**src/design/assert_macros.svh**
```systemverilog
// assertion helpers shared by the rtl files
`ifndef ASSERT_MACROS_SVH
`define ASSERT_MACROS_SVH

// same-cycle implication
`define ASSERT_IMPLIES(lbl, clk_s, rstn_s, ante, cons) \
  lbl: assert property (@(posedge clk_s) disable iff (!(rstn_s)) (ante) |-> (cons)) \
    else $error("%m: implication failed");

// next-cycle implication
`define ASSERT_NEXT(lbl, clk_s, rstn_s, ante, cons) \
  lbl: assert property (@(posedge clk_s) disable iff (!(rstn_s)) (ante) |=> (cons)) \
    else $error("%m: next-cycle check failed");

`endif

```
**src/design/mpba_pkg.sv**
```systemverilog
`default_nettype none

package mpba_pkg;

  localparam int SLOT_W    = 16;
  localparam int NUM_SLOTS = 4;
  localparam int CFG_AW    = 5;
  localparam int CFG_DW    = 64;

  localparam logic [15:0] MARGIN_USE_POOL = 16'hFFFF;

  // result status codes
  localparam logic [2:0] ST_ALLOC    = 3'd0;
  localparam logic [2:0] ST_NOFIT    = 3'd1;
  localparam logic [2:0] ST_MARGIN   = 3'd2;
  localparam logic [2:0] ST_FREED    = 3'd3;
  localparam logic [2:0] ST_BADTAG   = 3'd4;
  localparam logic [2:0] ST_IGNORED  = 3'd5;
  localparam logic [2:0] ST_OVERFLOW = 3'd6;

  // register indexes
  localparam logic [1:0] REG_POOLS   = 2'd0;
  localparam logic [1:0] REG_SIZES   = 2'd1;
  localparam logic [1:0] REG_COUNTS  = 2'd2;
  localparam logic [1:0] REG_MARGINS = 2'd3;

  // how a request is finished
  localparam logic [2:0] FIN_NOFIT  = 3'd0;
  localparam logic [2:0] FIN_REJECT = 3'd1;
  localparam logic [2:0] FIN_GRANT  = 3'd2;
  localparam logic [2:0] FIN_MARGIN = 3'd3;
  localparam logic [2:0] FIN_FREE   = 3'd4;

  typedef struct packed {
    logic [2:0]  pools_in_use;
    logic [63:0] sizes;
    logic [63:0] counts;
    logic [63:0] margins;
    logic        reload;
  } cfg_t;

  typedef struct packed {
    logic       cap;
    logic       start;
    logic       next;
    logic       fin;
    logic [2:0] fin_kind;
  } dp_cmd_t;

  typedef struct packed {
    logic is_free;
    logic fit_found;
    logic tag_ok;
    logic grant_ok;
    logic scan_last;
  } dp_stat_t;

endpackage

`default_nettype wire

```
**src/design/mpba_regs.sv**
```systemverilog
`default_nettype none

module mpba_regs (
  input  wire                          clk,
  input  wire                          rst_n,
  input  wire                          psel,
  input  wire                          penable,
  input  wire                          pwrite,
  input  wire  [mpba_pkg::CFG_AW-1:0]  paddr,
  input  wire  [mpba_pkg::CFG_DW-1:0]  pwdata,
  output logic [mpba_pkg::CFG_DW-1:0]  prdata,
  output logic                         pready,
  output mpba_pkg::cfg_t               cfg
);
  import mpba_pkg::*;

  logic [2:0]  pools_r;
  logic [63:0] sizes_r;
  logic [63:0] counts_r;
  logic [63:0] margins_r;
  logic        reload_r;
  logic        wr;
  logic [1:0]  idx;

  assign pready = 1'b1;
  assign wr     = psel && penable && pwrite;
  assign idx    = paddr[CFG_AW-1:3];

  always_ff @(posedge clk) begin
    if (!rst_n) begin
      pools_r   <= '0;
      sizes_r   <= '0;
      counts_r  <= '0;
      margins_r <= '0;
      reload_r  <= 1'b0;
    end else begin
      reload_r <= 1'b0;
      if (wr) begin
        case (idx)
          REG_POOLS:   pools_r <= pwdata[2:0];
          REG_SIZES:   sizes_r <= pwdata;
          REG_COUNTS: begin
            counts_r <= pwdata;
            reload_r <= 1'b1;
          end
          REG_MARGINS: margins_r <= pwdata;
          default:     pools_r <= pools_r;
        endcase
      end
    end
  end

  always_comb begin
    case (idx)
      REG_POOLS:   prdata = {61'd0, pools_r};
      REG_SIZES:   prdata = sizes_r;
      REG_COUNTS:  prdata = counts_r;
      REG_MARGINS: prdata = margins_r;
      default:     prdata = '0;
    endcase
  end

  assign cfg.pools_in_use = pools_r;
  assign cfg.sizes        = sizes_r;
  assign cfg.counts       = counts_r;
  assign cfg.margins      = margins_r;
  assign cfg.reload       = reload_r;

endmodule

`default_nettype wire

```
**src/design/mpba_ctrl.sv**
```systemverilog
`default_nettype none
`include "assert_macros.svh"

module mpba_ctrl (
  input  wire                  clk,
  input  wire                  rst_n,
  input  wire                  in_valid,
  output logic                 in_ready,
  output logic                 out_valid,
  input  wire                  out_ready,
  input  mpba_pkg::dp_stat_t   stat,
  output mpba_pkg::dp_cmd_t    cmd
);
  import mpba_pkg::*;

  localparam logic [1:0] S_IDLE = 2'd0;
  localparam logic [1:0] S_FIT  = 2'd1;
  localparam logic [1:0] S_SCAN = 2'd2;

  logic [1:0] state_r, state_nxt;
  logic       out_valid_r, out_valid_nxt;
  logic       slot_free;

  assign slot_free = !out_valid_r || out_ready;
  assign in_ready  = (state_r == S_IDLE);
  assign out_valid = out_valid_r;

  always_comb begin
    state_nxt    = state_r;
    cmd          = '0;
    cmd.fin_kind = FIN_NOFIT;
    case (state_r)
      S_IDLE: begin
        if (in_valid) begin
          cmd.cap   = 1'b1;
          state_nxt = S_FIT;
        end
      end
      S_FIT: begin
        // free with a valid tag and a fitting alloc both go on to the pool scan
        if (stat.is_free) begin
          if (stat.tag_ok) begin
            cmd.start = 1'b1;
            state_nxt = S_SCAN;
          end else if (slot_free) begin
            cmd.fin      = 1'b1;
            cmd.fin_kind = FIN_REJECT;
            state_nxt    = S_IDLE;
          end
        end else if (stat.fit_found) begin
          cmd.start = 1'b1;
          state_nxt = S_SCAN;
        end else if (slot_free) begin
          cmd.fin      = 1'b1;
          cmd.fin_kind = FIN_NOFIT;
          state_nxt    = S_IDLE;
        end
      end
      S_SCAN: begin
        if (stat.is_free) begin
          if (slot_free) begin
            cmd.fin      = 1'b1;
            cmd.fin_kind = FIN_FREE;
            state_nxt    = S_IDLE;
          end
        end else if (stat.grant_ok) begin
          if (slot_free) begin
            cmd.fin      = 1'b1;
            cmd.fin_kind = FIN_GRANT;
            state_nxt    = S_IDLE;
          end
        end else if (stat.scan_last) begin
          if (slot_free) begin
            cmd.fin      = 1'b1;
            cmd.fin_kind = FIN_MARGIN;
            state_nxt    = S_IDLE;
          end
        end else begin
          cmd.next = 1'b1;
        end
      end
      default: state_nxt = S_IDLE;
    endcase
  end

  always_comb begin
    if (cmd.fin) begin
      out_valid_nxt = 1'b1;
    end else if (out_ready) begin
      out_valid_nxt = 1'b0;
    end else begin
      out_valid_nxt = out_valid_r;
    end
  end

  always_ff @(posedge clk) begin
    if (!rst_n) begin
      state_r     <= S_IDLE;
      out_valid_r <= 1'b0;
    end else begin
      state_r     <= state_nxt;
      out_valid_r <= out_valid_nxt;
    end
  end

  `ASSERT_NEXT(a_fin_shows, clk, rst_n, cmd.fin, out_valid_r)
  `ASSERT_IMPLIES(a_scan_free_tag, clk, rst_n, state_r == S_SCAN && stat.is_free, stat.tag_ok)
  `ASSERT_NEXT(a_cap_fit, clk, rst_n, cmd.cap, state_r == S_FIT)

endmodule

`default_nettype wire

```
**src/design/mpba_dp.sv**
```systemverilog
`default_nettype none
`include "assert_macros.svh"

module mpba_dp #(
  parameter int POOL_COUNT = 4
) (
  input  wire                clk,
  input  wire                rst_n,
  input  mpba_pkg::cfg_t     cfg,
  input  mpba_pkg::dp_cmd_t  cmd,
  output mpba_pkg::dp_stat_t stat,
  input  wire                in_action,
  input  wire  [15:0]        in_event_size,
  input  wire  [15:0]        in_margin_override,
  input  wire  [2:0]         in_free_tag,
  output logic               out_granted,
  output logic [2:0]         out_pool_tag,
  output logic [2:0]         out_status,
  output logic               out_fell_back,
  output logic [15:0]        out_free_after,
  output logic [15:0]        out_low_mark,
  output logic [31:0]        out_alloc_total,
  output logic [31:0]        out_fail_total,
  output logic [31:0]        out_fallback_total
);
  import mpba_pkg::*;

  localparam int PW      = (POOL_COUNT > 1) ? $clog2(POOL_COUNT) : 1;
  localparam int ACT_MAX = (POOL_COUNT < NUM_SLOTS) ? POOL_COUNT : NUM_SLOTS;

  logic [15:0] size_a [POOL_COUNT];
  logic [15:0] cnt_a  [POOL_COUNT];
  logic [15:0] mrg_a  [POOL_COUNT];

  // pools above the packed slots see zero size, count and margin
  for (genvar g = 0; g < POOL_COUNT; g++) begin : g_slot
    if (g < NUM_SLOTS) begin : g_used
      assign size_a[g] = cfg.sizes[SLOT_W*g +: SLOT_W];
      assign cnt_a[g]  = cfg.counts[SLOT_W*g +: SLOT_W];
      assign mrg_a[g]  = cfg.margins[SLOT_W*g +: SLOT_W];
    end else begin : g_none
      assign size_a[g] = '0;
      assign cnt_a[g]  = '0;
      assign mrg_a[g]  = '0;
    end
  end

  logic [15:0] fc_r [POOL_COUNT];
  logic [15:0] lw_r [POOL_COUNT];
  logic [31:0] alloc_cnt_r, fail_cnt_r, fb_cnt_r;
  logic [31:0] alloc_nxt, fail_nxt, fb_nxt;

  logic        req_free_r;
  logic [15:0] req_size_r;
  logic [15:0] req_ovr_r;
  logic [2:0]  req_tag_r;
  logic [PW-1:0] cur_r, best_r;
  logic [15:0] snap_fc_r, snap_lw_r;

  logic [2:0]  n_act;
  logic        found;
  logic [PW-1:0] best;
  logic [15:0] best_sz;
  logic [15:0] fc_cur, lw_cur, fc_dec, lw_new, margin;
  logic        overflow;

  logic        res_granted, res_fb;
  logic [2:0]  res_tag, res_status;
  logic [15:0] res_fa, res_mf;

  assign n_act = (cfg.pools_in_use > 3'(ACT_MAX)) ? 3'(ACT_MAX) : cfg.pools_in_use;

  // best fit: smallest block size that holds the request, lowest index on ties
  always_comb begin
    found   = 1'b0;
    best    = '0;
    best_sz = '0;
    for (int p = 0; p < POOL_COUNT; p++) begin
      if (3'(p) < n_act && size_a[p] >= req_size_r && (!found || size_a[p] < best_sz)) begin
        found   = 1'b1;
        best    = PW'(p);
        best_sz = size_a[p];
      end
    end
  end

  assign fc_cur   = fc_r[cur_r];
  assign lw_cur   = lw_r[cur_r];
  assign fc_dec   = fc_cur - 16'd1;
  assign lw_new   = (fc_dec < lw_cur) ? fc_dec : lw_cur;
  assign margin   = (req_ovr_r != MARGIN_USE_POOL) ? req_ovr_r : mrg_a[cur_r];
  assign overflow = fc_cur >= cnt_a[cur_r];

  assign stat.is_free   = req_free_r;
  assign stat.fit_found = found;
  assign stat.tag_ok    = (req_tag_r != 3'd0) && (req_tag_r <= n_act);
  assign stat.grant_ok  = fc_cur > margin;
  assign stat.scan_last = (4'(cur_r) + 4'd1) >= {1'b0, n_act};

  always_comb begin
    res_granted = 1'b0;
    res_fb      = 1'b0;
    res_tag     = 3'd0;
    res_status  = ST_NOFIT;
    res_fa      = '0;
    res_mf      = '0;
    alloc_nxt   = alloc_cnt_r;
    fail_nxt    = fail_cnt_r;
    fb_nxt      = fb_cnt_r;
    case (cmd.fin_kind)
      FIN_NOFIT: res_status = ST_NOFIT;
      FIN_REJECT: res_status = (req_tag_r == 3'd0) ? ST_IGNORED : ST_BADTAG;
      FIN_GRANT: begin
        res_granted = 1'b1;
        res_fb      = (cur_r != best_r);
        res_tag     = 3'(cur_r) + 3'd1;
        res_status  = ST_ALLOC;
        res_fa      = fc_dec;
        res_mf      = lw_new;
        alloc_nxt   = alloc_cnt_r + 32'd1;
        if (cur_r != best_r) begin
          fb_nxt = fb_cnt_r + 32'd1;
        end
      end
      FIN_MARGIN: begin
        res_tag    = 3'(best_r) + 3'd1;
        res_status = ST_MARGIN;
        res_fa     = (cur_r == best_r) ? fc_cur : snap_fc_r;
        res_mf     = (cur_r == best_r) ? lw_cur : snap_lw_r;
        fail_nxt   = fail_cnt_r + 32'd1;
      end
      FIN_FREE: begin
        res_tag    = 3'(cur_r) + 3'd1;
        res_status = overflow ? ST_OVERFLOW : ST_FREED;
        res_fa     = overflow ? fc_cur : fc_cur + 16'd1;
        res_mf     = lw_cur;
      end
      default: res_status = ST_NOFIT;
    endcase
  end

  // request capture, scan pointer and best-pool snapshot
  always_ff @(posedge clk) begin
    if (cmd.cap) begin
      req_free_r <= in_action;
      req_size_r <= in_event_size;
      req_ovr_r  <= in_margin_override;
      req_tag_r  <= in_free_tag;
    end
    if (cmd.start) begin
      cur_r  <= req_free_r ? PW'(req_tag_r - 3'd1) : best;
      best_r <= best;
    end else if (cmd.next) begin
      cur_r <= cur_r + PW'(1);
    end
    if (cur_r == best_r) begin
      snap_fc_r <= fc_cur;
      snap_lw_r <= lw_cur;
    end
  end

  always_ff @(posedge clk) begin
    if (!rst_n) begin
      for (int i = 0; i < POOL_COUNT; i++) begin
        fc_r[i] <= '0;
        lw_r[i] <= '0;
      end
      alloc_cnt_r <= '0;
      fail_cnt_r  <= '0;
      fb_cnt_r    <= '0;
    end else begin
      if (cfg.reload) begin
        for (int i = 0; i < POOL_COUNT; i++) begin
          fc_r[i] <= cnt_a[i];
          lw_r[i] <= cnt_a[i];
        end
      end else if (cmd.fin && cmd.fin_kind == FIN_GRANT) begin
        fc_r[cur_r] <= fc_dec;
        lw_r[cur_r] <= lw_new;
      end else if (cmd.fin && cmd.fin_kind == FIN_FREE && !overflow) begin
        fc_r[cur_r] <= fc_cur + 16'd1;
      end
      if (cmd.fin) begin
        alloc_cnt_r <= alloc_nxt;
        fail_cnt_r  <= fail_nxt;
        fb_cnt_r    <= fb_nxt;
      end
    end
  end

  always_ff @(posedge clk) begin
    if (cmd.fin) begin
      out_granted        <= res_granted;
      out_pool_tag       <= res_tag;
      out_status         <= res_status;
      out_fell_back      <= res_fb;
      out_free_after     <= res_fa;
      out_low_mark       <= res_mf;
      out_alloc_total    <= alloc_nxt;
      out_fail_total     <= fail_nxt;
      out_fallback_total <= fb_nxt;
    end
  end

  `ASSERT_NEXT(a_grant_count, clk, rst_n, cmd.fin && cmd.fin_kind == FIN_GRANT,
               alloc_cnt_r == $past(alloc_cnt_r) + 32'd1)
  `ASSERT_IMPLIES(a_grant_after_best, clk, rst_n, cmd.fin && cmd.fin_kind == FIN_GRANT,
                  cur_r >= best_r)

endmodule

`default_nettype wire

```
**src/design/multi_pool_best_fit_block_allocator.sv**
```systemverilog
// multi-pool best-fit block allocator
// keeps a free-block count and low-water mark for up to four pools and
// answers one result transfer for every request transfer on the in_ channel
// request: in_action 0 allocates a block for in_event_size bytes, 1 frees a
// block into the pool named by the one-based in_free_tag
// allocation picks the best-fitting pool, then walks the larger-index pools
// one per cycle until one holds more free blocks than its margin
// a no-fit or rejected free is decided in the fit check state; a free, a
// grant or a margin failure is decided in the scan state, at the pool the
// walk has reached; the result and out_valid are registered from there
// a request is taken only while idle, so each one is finished before the
// next is taken; a new request is taken while the previous result waits
// if the receiver stalls, the result holds in the output register and the
// block works the next request up to its result, then waits for out_ready
// reset clears the configuration, pool counts and totals and empties the
// output; writing the block count register reloads every free count and
// low-water mark
`default_nettype none

module multi_pool_best_fit_block_allocator #(
  parameter int POOL_COUNT = 4
) (
  input  wire                          clk,
  input  wire                          rst_n,
  // request channel
  input  wire                          in_valid,
  output logic                         in_ready,
  input  wire                          in_action,
  input  wire  [15:0]                  in_event_size,
  input  wire  [15:0]                  in_margin_override,
  input  wire  [2:0]                   in_free_tag,
  // result channel
  output logic                         out_valid,
  input  wire                          out_ready,
  output logic                         out_granted,
  output logic [2:0]                   out_pool_tag,
  output logic [2:0]                   out_status,
  output logic                         out_fell_back,
  output logic [15:0]                  out_free_after,
  output logic [15:0]                  out_low_mark,
  output logic [31:0]                  out_alloc_total,
  output logic [31:0]                  out_fail_total,
  output logic [31:0]                  out_fallback_total,
  // register port, 64-bit registers at 8-byte spacing
  input  wire                          psel,
  input  wire                          penable,
  input  wire                          pwrite,
  input  wire  [mpba_pkg::CFG_AW-1:0]  paddr,
  input  wire  [mpba_pkg::CFG_DW-1:0]  pwdata,
  output logic [mpba_pkg::CFG_DW-1:0]  prdata,
  output logic                         pready
);
  import mpba_pkg::*;

  cfg_t     cfg;
  dp_cmd_t  cmd;
  dp_stat_t stat;

  // configuration registers and count reload pulse
  mpba_regs u_regs (
    .clk     (clk),
    .rst_n   (rst_n),
    .psel    (psel),
    .penable (penable),
    .pwrite  (pwrite),
    .paddr   (paddr),
    .pwdata  (pwdata),
    .prdata  (prdata),
    .pready  (pready),
    .cfg     (cfg)
  );

  // sequencer: capture, best fit, pool scan, result transfer
  mpba_ctrl u_ctrl (
    .clk       (clk),
    .rst_n     (rst_n),
    .in_valid  (in_valid),
    .in_ready  (in_ready),
    .out_valid (out_valid),
    .out_ready (out_ready),
    .stat      (stat),
    .cmd       (cmd)
  );

  // pool counts, totals and the output register
  mpba_dp #(
    .POOL_COUNT (POOL_COUNT)
  ) u_dp (
    .clk                (clk),
    .rst_n              (rst_n),
    .cfg                (cfg),
    .cmd                (cmd),
    .stat               (stat),
    .in_action          (in_action),
    .in_event_size      (in_event_size),
    .in_margin_override (in_margin_override),
    .in_free_tag        (in_free_tag),
    .out_granted        (out_granted),
    .out_pool_tag       (out_pool_tag),
    .out_status         (out_status),
    .out_fell_back      (out_fell_back),
    .out_free_after     (out_free_after),
    .out_low_mark       (out_low_mark),
    .out_alloc_total    (out_alloc_total),
    .out_fail_total     (out_fail_total),
    .out_fallback_total (out_fallback_total)
  );

endmodule

`default_nettype wire
```
**config.mk**
```make
export PLATFORM = sky130hd
export DESIGN_NAME = multi_pool_best_fit_block_allocator
export DESIGN_NICKNAME = d
export VERILOG_FILES = /design/src/design/mpba_pkg.sv /design/src/design/mpba_regs.sv /design/src/design/mpba_ctrl.sv /design/src/design/mpba_dp.sv /design/src/design/multi_pool_best_fit_block_allocator.sv
export VERILOG_INCLUDE_DIRS = /design/src /design/src/design
export SDC_FILE = /design/constraint.sdc
export NUM_CORES = 1
export LEC_CHECK = 0
export BUFFER_PORTS_ARGS = -buffer_cell sky130_fd_sc_hd__buf_2
export CORE_ASPECT_RATIO = 1.75
export CORE_UTILIZATION = 45
export CTS_BUF_LIST = sky130_fd_sc_hd__clkbuf_8
export DETAILED_ROUTE_END_ITERATION = 8
export SETUP_SLACK_MARGIN = 0.02
export SLEW_MARGIN = 20
export SYNTH_ARGS = -nofsm -noshare
export SYNTH_HDL_FRONTEND = slang
export SYNTH_SLANG_ARGS = --single-unit
```
**constraint.sdc**
```tcl
create_clock -name clk -period 12.4 [get_ports clk]
set_input_delay 0.62 -clock clk [delete_from_list [all_inputs] [get_ports clk]]
set_output_delay 0.62 -clock clk [all_outputs]
set_load 0.02 [all_outputs]
```
==> summary.log <==
qor: power_and_ir_drop.share_seq_of_total_power 48.3%
qor: synth.most_numerous_cell_types_in_the_synthesized_netlist nand2_1, dfxtp_1, edfxtp_1, o21ai_0, a21boi_0
qor: die.core.rowCount 130
qor: drt.route.detailed.drc 0
qor: die.die_y 357 um
qor: synth.yosys_reg_bits 633
qor: die.initial_util 45.4%
qor: power_and_ir_drop.p_int 3.48 mW
qor: timing.worstMarginPinSlew 1.09 ns
qor: synth.ys_async_sr_fraction 0%
qor: layout.net_count_of_the_finished_layout 3722
qor: timing.finalClockSkew 0.0372 ns
qor: clock_tree.cts_made_buffers 97
qor: setup_path.worstPathArrival 11.28 ns
qor: power_and_ir_drop.share_comb_of_total_power 11.1%
qor: timing.achievable-frequency 93.5 MHz
qor: place.dpl.hpwl 90000 um
qor: clock_tree.cts_root_buffer_type clkbuf_8
qor: power_and_ir_drop.power.ir.vdd_worst 0.0902 mV
qor: timing.finalCritPeriodShare 86.2%
qor: setup_path.critical_path.n_buffers_inverters 3
qor: setup_path.timing.setup.critical_path_class reg -> reg
qor: layout.area_delta_synth_final 14.7%
qor: drt.routed-via-count 25800
qor: synth.synth.net_count 3422
qor: global_route.grt_pass1_vias 26200
qor: clock_tree.clockBufferDepth 3
qor: setup_path.worstSetupPathDepth 35
qor: timing.setup_viol 0
qor: timing.slew_headroom 27.1%
qor: power_and_ir_drop.clock_share_of_power 40.6%
qor: clock_tree.clock_tree.htree_level_count 3
qor: timing.pins_over_slew_limit 0
qor: clock_tree.worstSkewPairLatency 0.78 ns
qor: clock_tree.cts_tree built
qor: setup_path.timing.critical_path.max_delay_family compound AO/OA/AOI/OAI gates
qor: power_and_ir_drop.switching_share 26.9%
qor: drt.wirelength 118000 um
qor: clock_tree.post_cts.resized_instances 0
qor: min_path.min_path_type in -> reg
qor: setup_path.crit_slowest_cell a221oi_1
qor: setup_path.worst-path-max-fanout 20
qor: drt.avgRoutedWirePerCell 26.5 um
qor: die.fp.coreArea 0.0716 sq mm
qor: place.placed_cell_area 0.0349 sq mm
qor: synth.post_synth_main_area_contributors edfxtp_1, dfxtp_1, nand2_1
qor: drt.vias_per_cell 5.81
qor: power_and_ir_drop.total_switching_power 1.28 mW
qor: global_route.grt_start_max_net_pins 103
qor: setup_path.worstSetupStartpointType flop
qor: global_route.grt_pass1_wl 171000 um
qor: synth.yosys_warnings 0
qor: clock_tree.path_clk_slew 0.07 ns
qor: global_route.globalRouteTotalUtil 32.2%
qor: clock_tree.post-cts-setup-buffer-count 0
qor: die.design.die.area 0.0733 sq mm
qor: drt.drt-pass1-iter-count 8
qor: clock_tree.cts_sinks 633
qor: timing.hold_viol 0
qor: global_route.grt_remaining_overflow 0
qor: min_path.worst_hold_stages 1
qor: status.outcome finished clean
qor: layout.drive_above_1_share 19.3%
qor: synth.netlist.area_leader.share 28.1%
qor: timing.timing.setup.tns 0 ns
qor: synth.synth_ff_type dfxtp_1
qor: timing.final.min_clock_period 10.69 ns
qor: layout.postLayoutCellArea 0.0373 sq mm
qor: synth.avg_cell_area_syn 10.4 sq um
qor: power_and_ir_drop.p_per_area 128 mW/mm^2
qor: place.i_o_buffers 310
qor: setup_path.worst_ep_required_time 12.99 ns
qor: global_route.antenna_found_initial 4
qor: setup_path.endpoint_kind flop
qor: timing.grt_setup_unrepaired no
qor: synth.yosysSeqAreaShare 48.4%
qor: setup_path.worst_r2r_path_depth 35
qor: synth.cell_variety_after_synth 77
qor: drt.first_iter_violations 2027
qor: synth.yosysTopAreaCell edfxtp_1
qor: setup_path.critical_path_s_largest_stage_delay 0.79 ns
qor: place.place_congestion 0.991
qor: synth.dominant_cell_by_count_in_the_synthesized_netlist nand2_1
qor: power_and_ir_drop.static-leakage-power 14.4 nW
qor: job.max_cap_viols 0
qor: drt.final_antenna_violating_net_count 0
qor: synth.synth-edff-count 304
qor: synth.netlist_area 0.0325 sq mm
qor: die.width_of_the_chip 205 um
qor: die.ioPinCount 315
qor: synth.synth_cells 3133
registers in the layout, indices dropped and copies added (netlist names), 32 cells and up, named ones only:
signal / cells
u_dp.fc_r: 64
u_dp.lw_r: 64
u_regs.counts_r: 64
u_regs.margins_r: 64
u_regs.sizes_r: 64
u_dp.alloc_cnt_r: 32
u_dp.fail_cnt_r: 32
u_dp.fb_cnt_r: 32
u_dp.out_alloc_total: 32
u_dp.out_fail_total: 32
u_dp.out_fallback_total: 32
per-stage QoR:
| stage | power [mW] | std cells | setup slack, ns | hold WS (ns) | util [%] |
|---|---|---|---|---|---|
| global placement | 2.85 | 4232 | 2.17 | 0.436 | 48.7 |
| global route | 4.92 | 4442 | 1.32 | 0.0307 | 52.1 |
| detailed placement | 2.86 | 4232 | 2.01 | 0.445 | 48.7 |
| floorplan | 2.67 | 3133 | 1.04 | 0.426 | - |
| finish | 4.76 | 4444 | 1.71 | 0.0691 | 52.1 |
| CTS | 4.78 | 4441 | 1.93 | 0.00351 | 52.1 |
area by class of cell:
| cell class | instances | area, sq um |
|---|---|---|
| clock inverter | 65 | 523 |
| clock buffer | 118 | 1620 |
| multi-input combinational | 2213 | 15700 |
| inverter | 105 | 394 |
| sequential | 633 | 15700 |
| fill | 6562 | 34300 |
| antenna | 3 | 7.51 |
| timing repair buffer | 383 | 2170 |
| tap | 924 | 1160 |
power groups by stage:
stage	clock (mW)	combinational (mW)	sequential (mW)
3_3_place_gp	0	0.505	2.34
3_5_place_dp	0	0.514	2.34
2_1_floorplan	0	0.314	2.35
4_1_cts	1.96	0.523	2.30
5_1_grt	2.05	0.567	2.30
6_report	1.93	0.529	2.30
kinds of logic after synthesis:
logic type,after synthesis,share of synthesized area [%]
AOI/OAI and AO/OA,696,14.3
and+or+nand+nor,1007,14.1
buffers and inverters,287,3.67
muxes,196,9.03
other,1,0.0115
DFF,633,48.4
xor gates and xnor gates,136,3.73
adders and majority gates,177,6.82
worst paths after layout:
check,slack [ns],startpoint,endpoint
setup / recovery,1.71,u_regs.sizes_r[11]$_SDFFE_PN0P_,u_dp.cur_r[0]$_DFFE_PN_
hold / removal,0.07,in_margin_override[14],u_dp.req_ovr_r[14]$_DFFE_PP_
setup reg to reg,1.71,u_regs.sizes_r[11]$_SDFFE_PN0P_,u_dp.cur_r[0]$_DFFE_PN_
hold reg to reg,0.46,u_dp.snap_lw_r[6]$_DFF_P_,u_dp.snap_lw_r[6]$_DFF_P_
placed cells by master, fill, tap and decap left out, types with 12 or more instances in the layout:
cell	instances
nand3_1	50
nor3_1	22
and3_1	16
clkinv_2	13
nand4_1	39
nor2b_1	12
inv_1	137
dfxtp_1	327
buf_2	309
mux2i_1	51
o22ai_1	14
a21oi_1	55
a21boi_0	195
clkbuf_8	118
a22o_1	68
nand2b_1	12
buf_4	47
o21ai_0	217
a31oi_1	17
edfxtp_1	304
dlygate4sd3_1	26
xor2_1	43
xnor2_1	90
a21o_1	41
mux4_2	58
nor2_1	92
nand2_1	601
and2_1	108
ha_1	177
mux2_2	77
per-layer routing:
metal | share of wire, % | vias up | GRT usage (%)
met2 | 50 | 1148 | 56.2
met1 | 35 | 12500 | 33.4
li1 | - | 11800 | -
met3 | 6.2 | 361 | 5.72
met4 | 9.6 | 2 | 27.2
met5 | 0.012 | - | 0
what timing repair did:
item / in CTS / in global routing
endpoints found under the hold margin: 26 / 0
hold buffers: 26 / 0
endpoints found under the setup margin: 0 / 0
No activity file was read; power rests on OpenSTA's default activity.
